**src/rtl/core/bra_pkg.sv**
```systemverilog
// shared types, sequencer program and control codes for the rational approximation block
package bra_pkg;

   localparam int MaxStepsDefault = 65536;
   localparam int FracBitsDefault = 32;
   localparam int InBits          = 48;
   localparam int IntBits         = 17;
   localparam int NumBits         = 32;
   localparam int TolBits         = 32;
   localparam int RspDataBits     = 88;
   localparam logic [TolBits-1:0] TolReset = 32'd1;

   typedef enum logic [2:0] {
      OP_NONE,
      OP_LOAD,
      OP_INIT,
      OP_STEP,
      OP_EMIT
   } op_type;

   typedef enum logic [2:0] {
      COND_ALWAYS,
      COND_NO_REQ,
      COND_TRIVIAL,
      COND_MORE,
      COND_OUT_BUSY
   } cond_type;

   typedef enum logic [2:0] {
      STEP_WAIT,
      STEP_INIT,
      STEP_SEARCH,
      STEP_EMIT,
      STEP_BACK
   } step_type;

   typedef struct packed {
      op_type   op;
      cond_type cond;
      step_type target;
   } ctrl_type;

   typedef struct packed {
      logic trivial;
      logic more;
   } status_type;

   // jump taken when cond holds, otherwise fall through to the next step
   function automatic ctrl_type bra_rom(step_type pc);
      ctrl_type w;
      unique case (pc)
         STEP_WAIT:   w = '{OP_LOAD, COND_NO_REQ,   STEP_WAIT};
         STEP_INIT:   w = '{OP_INIT, COND_TRIVIAL,  STEP_EMIT};
         STEP_SEARCH: w = '{OP_STEP, COND_MORE,     STEP_SEARCH};
         STEP_EMIT:   w = '{OP_EMIT, COND_OUT_BUSY, STEP_EMIT};
         STEP_BACK:   w = '{OP_NONE, COND_ALWAYS,   STEP_WAIT};
         default:     w = '{OP_NONE, COND_ALWAYS,   STEP_WAIT};
      endcase
      return w;
   endfunction

endpackage

```
**src/rtl/core/bra_datapath.sv**
```systemverilog
// datapath of the mediant search: bounds, error terms, step count and tolerance register
module bra_datapath
   import bra_pkg::*;
#(
   parameter int MAX_STEPS = MaxStepsDefault,
   parameter int FRAC_BITS = FracBitsDefault
) (
   input  logic                clock,
   input  logic                reset,
   input  op_type              op,
   input  logic                csr_wr_en,
   input  logic [TolBits-1:0]  csr_wr_data,
   input  logic [InBits-1:0]   x_value,
   output status_type          status,
   output logic [IntBits-1:0]  int_part,
   output logic [NumBits-1:0]  numerator,
   output logic [NumBits-1:0]  denominator,
   output logic                stopped
);

   localparam int DW = FRAC_BITS + 34;
   localparam int SW = $clog2(MAX_STEPS + 1);
   localparam logic signed [DW-1:0] OneD = DW'(1) << FRAC_BITS;

   logic [TolBits-1:0]         tolerance_ff, tolerance_in;
   logic [FRAC_BITS-1:0]       f_ff, f_in;
   logic [IntBits-1:0]         ip_ff, ip_in;
   logic [NumBits-1:0]         ln_ff, ln_in, ld_ff, ld_in, un_ff, un_in, ud_ff, ud_in;
   logic [NumBits-1:0]         mn_ff, mn_in, md_ff, md_in;
   logic signed [DW-1:0]       da_lo_ff, da_lo_in, db_lo_ff, db_lo_in;
   logic signed [DW-1:0]       da_up_ff, da_up_in, db_up_ff, db_up_in;
   logic [SW-1:0]              steps_ff, steps_in;
   logic                       stopped_ff, stopped_in;

   logic [FRAC_BITS+TolBits-1:0] tol_ext;
   logic [FRAC_BITS-1:0]       e;
   logic [FRAC_BITS:0]         fpe, fme;
   logic                       near_zero, near_one;
   logic [NumBits:0]           nd;
   logic signed [DW-1:0]       da_m, db_m;
   logic                       halt, go_lower, go_higher;
   logic signed [InBits-1:0]   x_shifted;

   // tolerance aligned to the fraction width
   assign tol_ext = {tolerance_ff, FRAC_BITS'(0)};
   assign e       = tol_ext[FRAC_BITS+TolBits-1:TolBits];

   assign fpe       = {1'b0, f_ff} + {1'b0, e};
   assign fme       = {1'b0, f_ff} - {1'b0, e};
   assign near_zero = f_ff < e;
   assign near_one  = fpe > {1'b1, FRAC_BITS'(0)};

   assign nd        = {1'b0, ld_ff} + {1'b0, ud_ff};
   assign da_m      = da_lo_ff + da_up_ff;
   assign db_m      = db_lo_ff + db_up_ff;
   assign halt      = (steps_ff >= SW'(MAX_STEPS)) || nd[NumBits];
   assign go_lower  = da_m[DW-1];
   assign go_higher = !go_lower && !db_m[DW-1] && (db_m != '0);

   assign x_shifted = $signed(x_value) >>> FRAC_BITS;

   assign status.trivial = near_zero || near_one;
   assign status.more    = !halt && (go_lower || go_higher);

   always_comb begin
      tolerance_in = csr_wr_en ? csr_wr_data : tolerance_ff;
      f_in       = f_ff;
      ip_in      = ip_ff;
      ln_in      = ln_ff;
      ld_in      = ld_ff;
      un_in      = un_ff;
      ud_in      = ud_ff;
      mn_in      = mn_ff;
      md_in      = md_ff;
      da_lo_in   = da_lo_ff;
      db_lo_in   = db_lo_ff;
      da_up_in   = da_up_ff;
      db_up_in   = db_up_ff;
      steps_in   = steps_ff;
      stopped_in = stopped_ff;
      unique case (op)
         OP_LOAD: begin
            f_in  = x_value[FRAC_BITS-1:0];
            ip_in = x_shifted[IntBits-1:0];
         end
         OP_INIT: begin
            if (!near_zero && near_one) begin
               ip_in = ip_ff + IntBits'(1);
            end
            ln_in      = '0;
            ld_in      = NumBits'(1);
            un_in      = NumBits'(1);
            ud_in      = NumBits'(1);
            mn_in      = '0;
            md_in      = NumBits'(1);
            da_lo_in   = DW'(fpe);
            db_lo_in   = DW'(fme);
            da_up_in   = DW'(fpe) - OneD;
            db_up_in   = DW'(fme) - OneD;
            steps_in   = '0;
            stopped_in = 1'b0;
         end
         OP_STEP: begin
            if (halt) begin
               stopped_in = 1'b1;
            end else begin
               mn_in    = ln_ff + un_ff;
               md_in    = nd[NumBits-1:0];
               steps_in = steps_ff + SW'(1);
               if (go_lower) begin
                  un_in    = ln_ff + un_ff;
                  ud_in    = nd[NumBits-1:0];
                  da_up_in = da_m;
                  db_up_in = db_m;
               end else if (go_higher) begin
                  ln_in    = ln_ff + un_ff;
                  ld_in    = nd[NumBits-1:0];
                  da_lo_in = da_m;
                  db_lo_in = db_m;
               end
            end
         end
         default: begin
         end
      endcase
   end

   always_ff @(posedge clock) begin
      if (reset) begin
         tolerance_ff <= TolReset;
      end else begin
         tolerance_ff <= tolerance_in;
      end
      f_ff       <= f_in;
      ip_ff      <= ip_in;
      ln_ff      <= ln_in;
      ld_ff      <= ld_in;
      un_ff      <= un_in;
      ud_ff      <= ud_in;
      mn_ff      <= mn_in;
      md_ff      <= md_in;
      da_lo_ff   <= da_lo_in;
      db_lo_ff   <= db_lo_in;
      da_up_ff   <= da_up_in;
      db_up_ff   <= db_up_in;
      steps_ff   <= steps_in;
      stopped_ff <= stopped_in;
   end

   assign int_part    = ip_ff;
   assign numerator   = mn_ff;
   assign denominator = md_ff;
   assign stopped     = stopped_ff;

endmodule

```
**src/rtl/core/best_rational_approximation.sv**
```systemverilog
// top level: microcoded sequencer, output register and the search datapath
//
//  channel   dir  port group    payload (lowest bit first)
//  req       in   req_tdata     x_value[47:0]
//  rsp       out  rsp_tdata     int_part[16:0], numerator[48:17], denominator[80:49], zero pad
//  rsp       out  rsp_tuser     stopped
//  csr       in   csr_wr_*      tolerance[31:0]
//
//  a beat goes through the wait, init, emit and back steps; unless the fraction is near 0 or 1,
//  the search step between init and emit repeats for each mediant tested, until a mediant
//  lies within tolerance or the step cap or denominator overflow ends the search
//  reset returns tolerance to 1, the sequencer to its wait step, no result pending
//  a result waits in the output register while the next beat is taken; the sequencer
//  holds at its emit step only while that register is still occupied
module best_rational_approximation
   import bra_pkg::*;
#(
   parameter int MAX_STEPS = MaxStepsDefault,
   parameter int FRAC_BITS = FracBitsDefault
) (
   input  logic                   clock,
   input  logic                   reset,
   input  logic                   req_tvalid,
   output logic                   req_tready,
   input  logic [InBits-1:0]      req_tdata,    // x_value
   output logic                   rsp_tvalid,
   input  logic                   rsp_tready,
   output logic [RspDataBits-1:0] rsp_tdata,    // int_part, numerator, denominator, pad
   output logic                   rsp_tuser,    // stopped
   input  logic                   csr_wr_en,
   input  logic [TolBits-1:0]     csr_wr_data   // tolerance
);

   step_type                pc_ff, pc_in;
   ctrl_type                ctrl;
   op_type                  dp_op;
   status_type              status;
   logic                    cond_true;
   logic                    out_busy;
   logic                    out_load;
   logic                    rsp_tvalid_ff, rsp_tvalid_in;
   logic [RspDataBits-1:0]  rsp_tdata_ff, rsp_tdata_in;
   logic                    rsp_tuser_ff, rsp_tuser_in;
   logic [IntBits-1:0]      int_part;
   logic [NumBits-1:0]      numerator, denominator;
   logic                    stopped;

   assign ctrl     = bra_rom(pc_ff);
   assign out_busy = rsp_tvalid_ff && !rsp_tready;
   assign out_load = (ctrl.op == OP_EMIT) && !out_busy;

   assign req_tready = (ctrl.op == OP_LOAD);
   assign dp_op      = ((ctrl.op == OP_LOAD) && !req_tvalid) ? OP_NONE : ctrl.op;

   always_comb begin
      unique case (ctrl.cond)
         COND_ALWAYS:   cond_true = 1'b1;
         COND_NO_REQ:   cond_true = !req_tvalid;
         COND_TRIVIAL:  cond_true = status.trivial;
         COND_MORE:     cond_true = status.more;
         COND_OUT_BUSY: cond_true = out_busy;
         default:       cond_true = 1'b1;
      endcase
   end

   bra_datapath #(
      .MAX_STEPS (MAX_STEPS),
      .FRAC_BITS (FRAC_BITS)
   ) u_datapath (
      .clock       (clock),
      .reset       (reset),
      .op          (dp_op),
      .csr_wr_en   (csr_wr_en),
      .csr_wr_data (csr_wr_data),
      .x_value     (req_tdata),
      .status      (status),
      .int_part    (int_part),
      .numerator   (numerator),
      .denominator (denominator),
      .stopped     (stopped)
   );

   always_comb begin
      pc_in         = cond_true ? ctrl.target : step_type'(pc_ff + 3'd1);
      rsp_tvalid_in = rsp_tvalid_ff && !rsp_tready;
      rsp_tdata_in  = rsp_tdata_ff;
      rsp_tuser_in  = rsp_tuser_ff;
      if (out_load) begin
         rsp_tvalid_in = 1'b1;
         rsp_tdata_in  = RspDataBits'({denominator, numerator, int_part});
         rsp_tuser_in  = stopped;
      end
   end

   always_ff @(posedge clock) begin
      if (reset) begin
         pc_ff         <= STEP_WAIT;
         rsp_tvalid_ff <= 1'b0;
      end else begin
         pc_ff         <= pc_in;
         rsp_tvalid_ff <= rsp_tvalid_in;
      end
      rsp_tdata_ff <= rsp_tdata_in;
      rsp_tuser_ff <= rsp_tuser_in;
   end

   assign rsp_tvalid = rsp_tvalid_ff;
   assign rsp_tdata  = rsp_tdata_ff;
   assign rsp_tuser  = rsp_tuser_ff;

   a_accept_starts_init: assert property (@(posedge clock) disable iff (reset)
      (req_tvalid && req_tready) |=> (pc_ff == STEP_INIT))
      else $error("accepted beat did not start the init step");

   a_denominator_nonzero: assert property (@(posedge clock) disable iff (reset)
      rsp_tvalid |-> (rsp_tdata[80:49] != '0))
      else $error("result denominator is zero");

   a_stopped_has_mediant: assert property (@(posedge clock) disable iff (reset)
      (rsp_tvalid && rsp_tuser) |-> (rsp_tdata[48:17] != '0))
      else $error("stopped result without a tested mediant");

   a_load_from_emit: assert property (@(posedge clock) disable iff (reset)
      (rsp_tvalid && !$past(rsp_tvalid)) |-> ($past(pc_ff) == STEP_EMIT))
      else $error("result register loaded outside the emit step");

endmodule

```
**config.mk**
```make
export PLATFORM = sky130hd
export DESIGN_NAME = best_rational_approximation
export DESIGN_NICKNAME = d
export VERILOG_FILES = /design/src/rtl/core/bra_pkg.sv /design/src/rtl/core/bra_datapath.sv /design/src/rtl/core/best_rational_approximation.sv
export SDC_FILE = /design/constraint.sdc
export NUM_CORES = 1
export LEC_CHECK = 0
export ABC_CLOCK_PERIOD_IN_PS = 36900
export BUFFER_PORTS_ARGS = -buffer_cell sky130_fd_sc_hd__buf_2
export CORE_ASPECT_RATIO = 1.75
export CORE_MARGIN = 1
export CORE_UTILIZATION = 36
export DETAILED_ROUTE_END_ITERATION = 8
export PLACE_DENSITY_LB_ADDON = 0.05
export SYNTH_ARGS = -nofsm -noshare
export SYNTH_HDL_FRONTEND = slang
export SYNTH_SLANG_ARGS = --single-unit
```
**constraint.sdc**
```tcl
create_clock -name clock -period 36.9 [get_ports clock]
set_input_delay 1.845 -clock clock [delete_from_list [all_inputs] [get_ports clock]]
set_output_delay 1.845 -clock clock [all_outputs]
set_load 0.02 [all_outputs]
```
## Word-level counts from Yosys, hierarchy flattened

Cells that the tools add are included.

- Input port bits: 85
- Output and inout bits: 91
- Register bits after elaboration: 641
- Word-level logic and storage cells: 120

- Reduce and logical (&&, ||, !) cells: 26
- Multiplexer cells: 43
- Add/subtract/negate cells: 11
- Eq/ne operators: 18
- Magnitude comparators: 3

Operator list:

| cell | number |
|---|---|
| $mux 66 | 10 |
| $pmux 66 s2 | 4 |
| $mux 32 | 12 |
| $pmux 32 s2 | 6 |
| $add 66x66->66 | 2 |
| $pmux 17 s2 | 2 |
| $sub 33x33->34 const B | 2 |
| $add 32x32->33 | 2 |
| $reduce_bool 66->1 | 1 |
| $pmux 9 s4 | 1 |
| $add 17x1->17 const B | 2 |
| $mux 17 | 2 |
| $gt 33x33->1 const B | 1 |
| $sub 32x32->33 | 1 |
| $add 32x32->32 | 1 |
| $lt 32x32->1 | 1 |
| $eq 3x2->1 const B | 6 |
| $ge 17x17->1 const B | 1 |
| $eq 3x1->1 const B | 4 |
| $ne 2x1->1 const B | 4 |
| $logic_and 1x1->1 | 7 |
| $logic_not 1->1 | 7 |
| $eq 3x3->1 const B | 2 |
| $mux 3 | 2 |
| 11 further kinds | 18 |

## Longest topological paths before layout

- Word-level depth: 8
- Gate-level depth with buffers: 18
- Gate-level depth less buffers: 17

## By module

Synthesis repeated with hierarchy kept, for this count alone.

- Cell total of the unflattened synthesis: 3310
- Area total of the unflattened synthesis: 36135.9 sq um

By module, submodules not included:

| module | times used | seq. area each (sq um) | area each (sq um) | cells each |
|---|---|---|---|---|
| bra_datapath | 1 | 16315.6 | 33256.9 | 3183 |
| best_rational_approximation | 1 | 2542.4 | 2879.0 | 127 |

## Worst setup path after synthesis

No wires, ideal clock.

- Path type: reg-to-reg
- Start: register u_datapath.ud_ff[0]
- End: register u_datapath.da_lo_ff[0] (enable)
- Stages on the path, launching flop included: 16
- Library setup time: 1.049 ns
- Setup slack: 17.255 ns
- Period minus slack after synthesis: 19.645 ns
- Path buffers: 0
- Required time: 35.851 ns
- Arrival: 18.596 ns
- Cell sequence: edfxtp_1 > ha_1 > fa_1 > a21o_1 > a21oi_1 > o21bai_1 > a31oi_1 > nor3_1 > o41ai_1 > o211ai_1 > and3_1 > o211a_1 > o21a_1 > a211oi_1 > or2_2 > a21boi_0

- Longest elaborated chain between the ends: 4

RTL lines:

| what | RTL line | source |
|---|---|---|
| start, declared | bra_datapath.sv:28 | `logic [NumBits-1:0] ln_ff, ln_in, ld_ff, ld_in, un_ff, un_in, ud_ff, ud_in;` |
| start signal, assigned | bra_datapath.sv:139 | `ud_ff <= ud_in;` |
| $add 32x32->33 | bra_datapath.sv:53 | `assign nd = {1'b0, ld_ff} + {1'b0, ud_ff};` |
| $logic_or 1x1->1 | bra_datapath.sv:56 | `assign halt = (steps_ff >= SW'(MAX_STEPS)) \|\| nd[NumBits];` |
| $ne 2x2->1 (no line) | -- |  |
| $reduce_and 4->1 (no line) | -- |  |
| end signal, assigned | bra_datapath.sv:142 | `da_lo_ff <= da_lo_in;` |
| end, declared | bra_datapath.sv:30 | `logic signed [DW-1:0] da_lo_ff, da_lo_in, db_lo_ff, db_lo_in;` |

No other way between the ends.
A chain may end at the register's enable or synchronous reset.

## Worst setup path in the final report

- Start: register u_datapath.ud_ff[0]
- End: register u_datapath.db_up_ff[65] (enable)

- Longest elaborated chain between the ends: 4

RTL lines:

| what | RTL line | source |
|---|---|---|
| $add 32x32->33 | bra_datapath.sv:53 |  |
| $logic_or 1x1->1 | bra_datapath.sv:56 |  |
| $ne 2x2->1 (no line) | -- |  |
| $reduce_and 3->1 (no line) | -- |  |
| end signal, assigned | bra_datapath.sv:145 | `db_up_ff <= db_up_in;` |
| end, declared | bra_datapath.sv:31 | `logic signed [DW-1:0] da_up_ff, da_up_in, db_up_ff, db_up_in;` |

No other way between the ends.

==> impl_results.md <==
* Status: complete, no violations
* Post-CTS setup buffer count at 0
* TritonCTS Buffers at 67
* Fin. max-slew vios at 0
* Largest net degree at the start of global routing at 156
* First-pass GRT wire length at 149.6 mm
* WHS at 0.4145 ns
* GR Util All Layers at 18.69%
* CP max stage delay at 0.83 ns
* Yosys top cell area share at 50.00%
* Synth warnings at 0
* Period Utilization, post-route at 16.78%
* Crit Path Max Fanout at 60
* Bufs and invs on worst path at 1
* MaxCap Viol Count at 0
* Initial antenna violation count at 2
* GP Congestion at 0.8847
* Routed wire per std cell at 19.85 um
* Post-synthesis sequential area ratio at 51.99%
* Starting density of the core at 36.44%
* Min-delay src: u_datapath.denominator[9]$_DFFE_PP_
* Ant. Diodes at 0
* Hold_buf cts at 0
* CP Class: reg2reg
* Vias per cell at 5.326
* Total number of vias at 25790
* H-tree depth at 3
* Clock root cell: clkbuf_16
* Synthesized cell area at 36270 um^2
* CP required at 37.16 ns
* Setup crit start kind: flip-flop
* Fin nets at 3827
* Synth Flop Type: edfxtp_1
* Largest area contributor in the netlist: edfxtp_1
* Final Setup Violations at 0
* Share of cells above drive strength 1 at 10.33%
* Drt first pass iters at 5
* RSZ-0062 raised after global routing: false
* Hold Path Depth at 0
* Launch point of the worst path: u_datapath.ud_ff[0]$_DFFE_PP_
* # rows at 153
* WL final at 96.12 mm
* VDD IR max at 0.00008106 V
* Reg2Reg Depth at 16
* Hold Path Class: reg2reg
* Antenna-violating nets left at 0
* Vias in the first global route at 27040
* # IOs at 176
* Delay-heaviest family, CP: compound AO/OA/AOI/OAI gates
* TritonCTS clock tree: built
* RR Endpoint: u_datapath.db_up_ff[65]$_DFFE_PP_
* Cells after Synth at 3331
* Tmin final at 6.192 ns
* Netlist cell types at 103
* Clk Latency, worst-skew pair at 0.64 ns
* Measured slew at the worst slew-check pin at 1.093 ns
* IO Port Bufs at 168
* Endpoints failing hold at 0
* Layout area overhead at 12.21%
* Arr. time, crit path at 6.45 ns
* Worst reg2reg setup slack at 30.71 ns
* DRC Markers at 0
* Reg-to-reg startpoint: u_datapath.ud_ff[0]$_DFFE_PP_
* Iteration-0 DRC Markers at 1316
* Gr ovfl total at 0
* #FFs+latches synth at 640
* Hold Path End: rsp_tdata[58]$_DFFE_PP_
* CP endpoint kind: flip-flop
* Max_slew headroom at 26.90%
* Synth top area cells: edfxtp_1, ha_1, nor2_1
* Reg clk slew, reported paths at 0.06 ns
* EDFF count, synth at 604
* Power per Cell Area at 108.9 nW/um^2
* TNS Setup at 0 ns
* Post-CTS resize count at 0
* Syn Area/Cell at 10.89 um^2
* Chip Width at 242.0 um
* Core area at 99550 um^2
* Fin Clk Skew at 0.01817 ns
* Slowest cell on crit path: buf_4
* Clock tree sinks at 640
* Total Die Area at 102100 um^2
* Worst-path cell chain: ha_1, fa_1, a21o_1, a21oi_1, o21bai_1, a31oi_1, nor3_1, o41ai_1, o211ai_1, and3_1, o211a_1, o21a_1, a211oi_1, and2_1, or2_4, buf_4
* Clk buf depth at 3
* Async SR Flop Fraction at 0%
* Leak pwr at 15.72 nW
* Post-DP HPWL at 71.14 mm
* Die Span Y at 421.9 um
* Layout filler cell count at 9652
* Max Freq at 161.5 MHz
==> flip-flops by register name (all words and copies together), names as in the netlist, 3 cells and up <==
signal	cells
pc_ff	3
rsp_tdata	81
u_datapath.da_lo_ff	65
u_datapath.da_up_ff	66
u_datapath.db_lo_ff	66
u_datapath.db_up_ff	66
u_datapath.denominator	32
u_datapath.e	32
u_datapath.f_ff	32
u_datapath.int_part	17
u_datapath.ld_ff	32
u_datapath.ln_ff	32
u_datapath.numerator	32
u_datapath.steps_ff	17
u_datapath.ud_ff	32
u_datapath.un_ff	32
==> per-stage QoR <==
stage	cell area (um^2)	utilization, %	setup slack, ns	power [mW]	instances
after floorplan	36300	-	17.26	3.144	3337
after global placement	38480	38.65	30.63	3.731	4719
after detailed placement	38480	38.65	30.53	3.764	4719
after CTS	40700	40.89	30.51	4.492	4842
after global routing	40700	40.89	30.19	4.768	4842
final	40700	40.89	30.71	4.434	4842
==> how the worst max path moves through the flow <==
stage	endpoint	slack, ns	cells past startpoint
2_1_floorplan	u_datapath.da_lo_ff[0]$_DFFE_PP_	17.26	15
3_3_place_gp	u_datapath.ud_ff[12]$_DFFE_PP_	30.63	16
3_5_place_dp	u_datapath.db_up_ff[62]$_DFFE_PP_	30.53	16
4_1_cts	u_datapath.db_up_ff[65]$_DFFE_PP_	30.51	16
5_1_grt	u_datapath.db_up_ff[62]$_DFFE_PP_	30.19	16
6_report	u_datapath.db_up_ff[65]$_DFFE_PP_	30.71	16
==> routing by layer <==
metal | share of wire, % | up-vias | GRT usage, %
met3 | 3.2 | 166 | 2.264
met5 | 0.017 | - | 0
li1 | - | 12580 | -
met1 | 37 | 12520 | 18.76
met2 | 55 | 525 | 37.25
met4 | 4.2 | 2 | 9.019
==> logic make-up after synthesis <==
group	after synthesis	synth area share, %
AO/OA/AOI/OAI	874	15.73
XOR/XNOR	231	5.598
adder cells (fa/ha/maj)	271	9.472
buffers and inverters	257	2.811
flip-flops	640	51.99
multiplexers	40	1.114
other	1	0.01034
AND/OR/NAND/NOR	1017	13.28
==> area by class of cell <==
class                   instances  area, um^2  area share, %
clock inverters                34       395.4         0.9714
multi-input cells            2440       16480          40.49
repair buffers                183       965.9          2.373
inverters                     139       523.0          1.285
clock buffers                  89        1833          4.503
flip-flops and latches        640       18860          46.33
well taps                    1317        1648          4.048
==> synth_stat cells, types with 15 or more instances <==
cell and count:
edfxtp_1 604, nor2_1 363, ha_1 265, a21oi_1 261, nand2_1 226, o21ai_0 185, inv_1 136, xnor2_1 132
a21o_1 125, xor2_1 98, clkbuf_1 82, nor3_1 64, nand3_1 60, and3_1 42, nand4_1 40, mux2i_1 37
or2_2 37, dfxtp_1 36, nand2b_1 36, o21bai_1 36, a211oi_1 32, or3_1 31, and2_1 30, o211ai_1 28
o31ai_1 28, a31oi_1 27, nor2b_1 24, o21a_1 22, nor4_1 21, buf_1 15
==> layout by cell type (no fill, tap or decap), drive strengths merged, types with 89 or more instances in the layout <==
| cell | count |
|---|---|
| ha | 265 |
| nor2 | 363 |
| edfxtp | 604 |
| o21ai | 195 |
| nand2 | 227 |
| a21oi | 264 |
| a21o | 129 |
| xor2 | 99 |
| inv | 139 |
| buf | 183 |
| xnor2 | 132 |
| clkbuf | 89 |
==> where the power goes <==
part	internal (mW)	total (mW)	switching, mW
combinational	0.829	2.39	1.56
sequential	1.26	1.35	0.0892
clock	0.403	0.700	0.298
total	2.49	4.43	1.94
(Power assumes the default switching activity.)
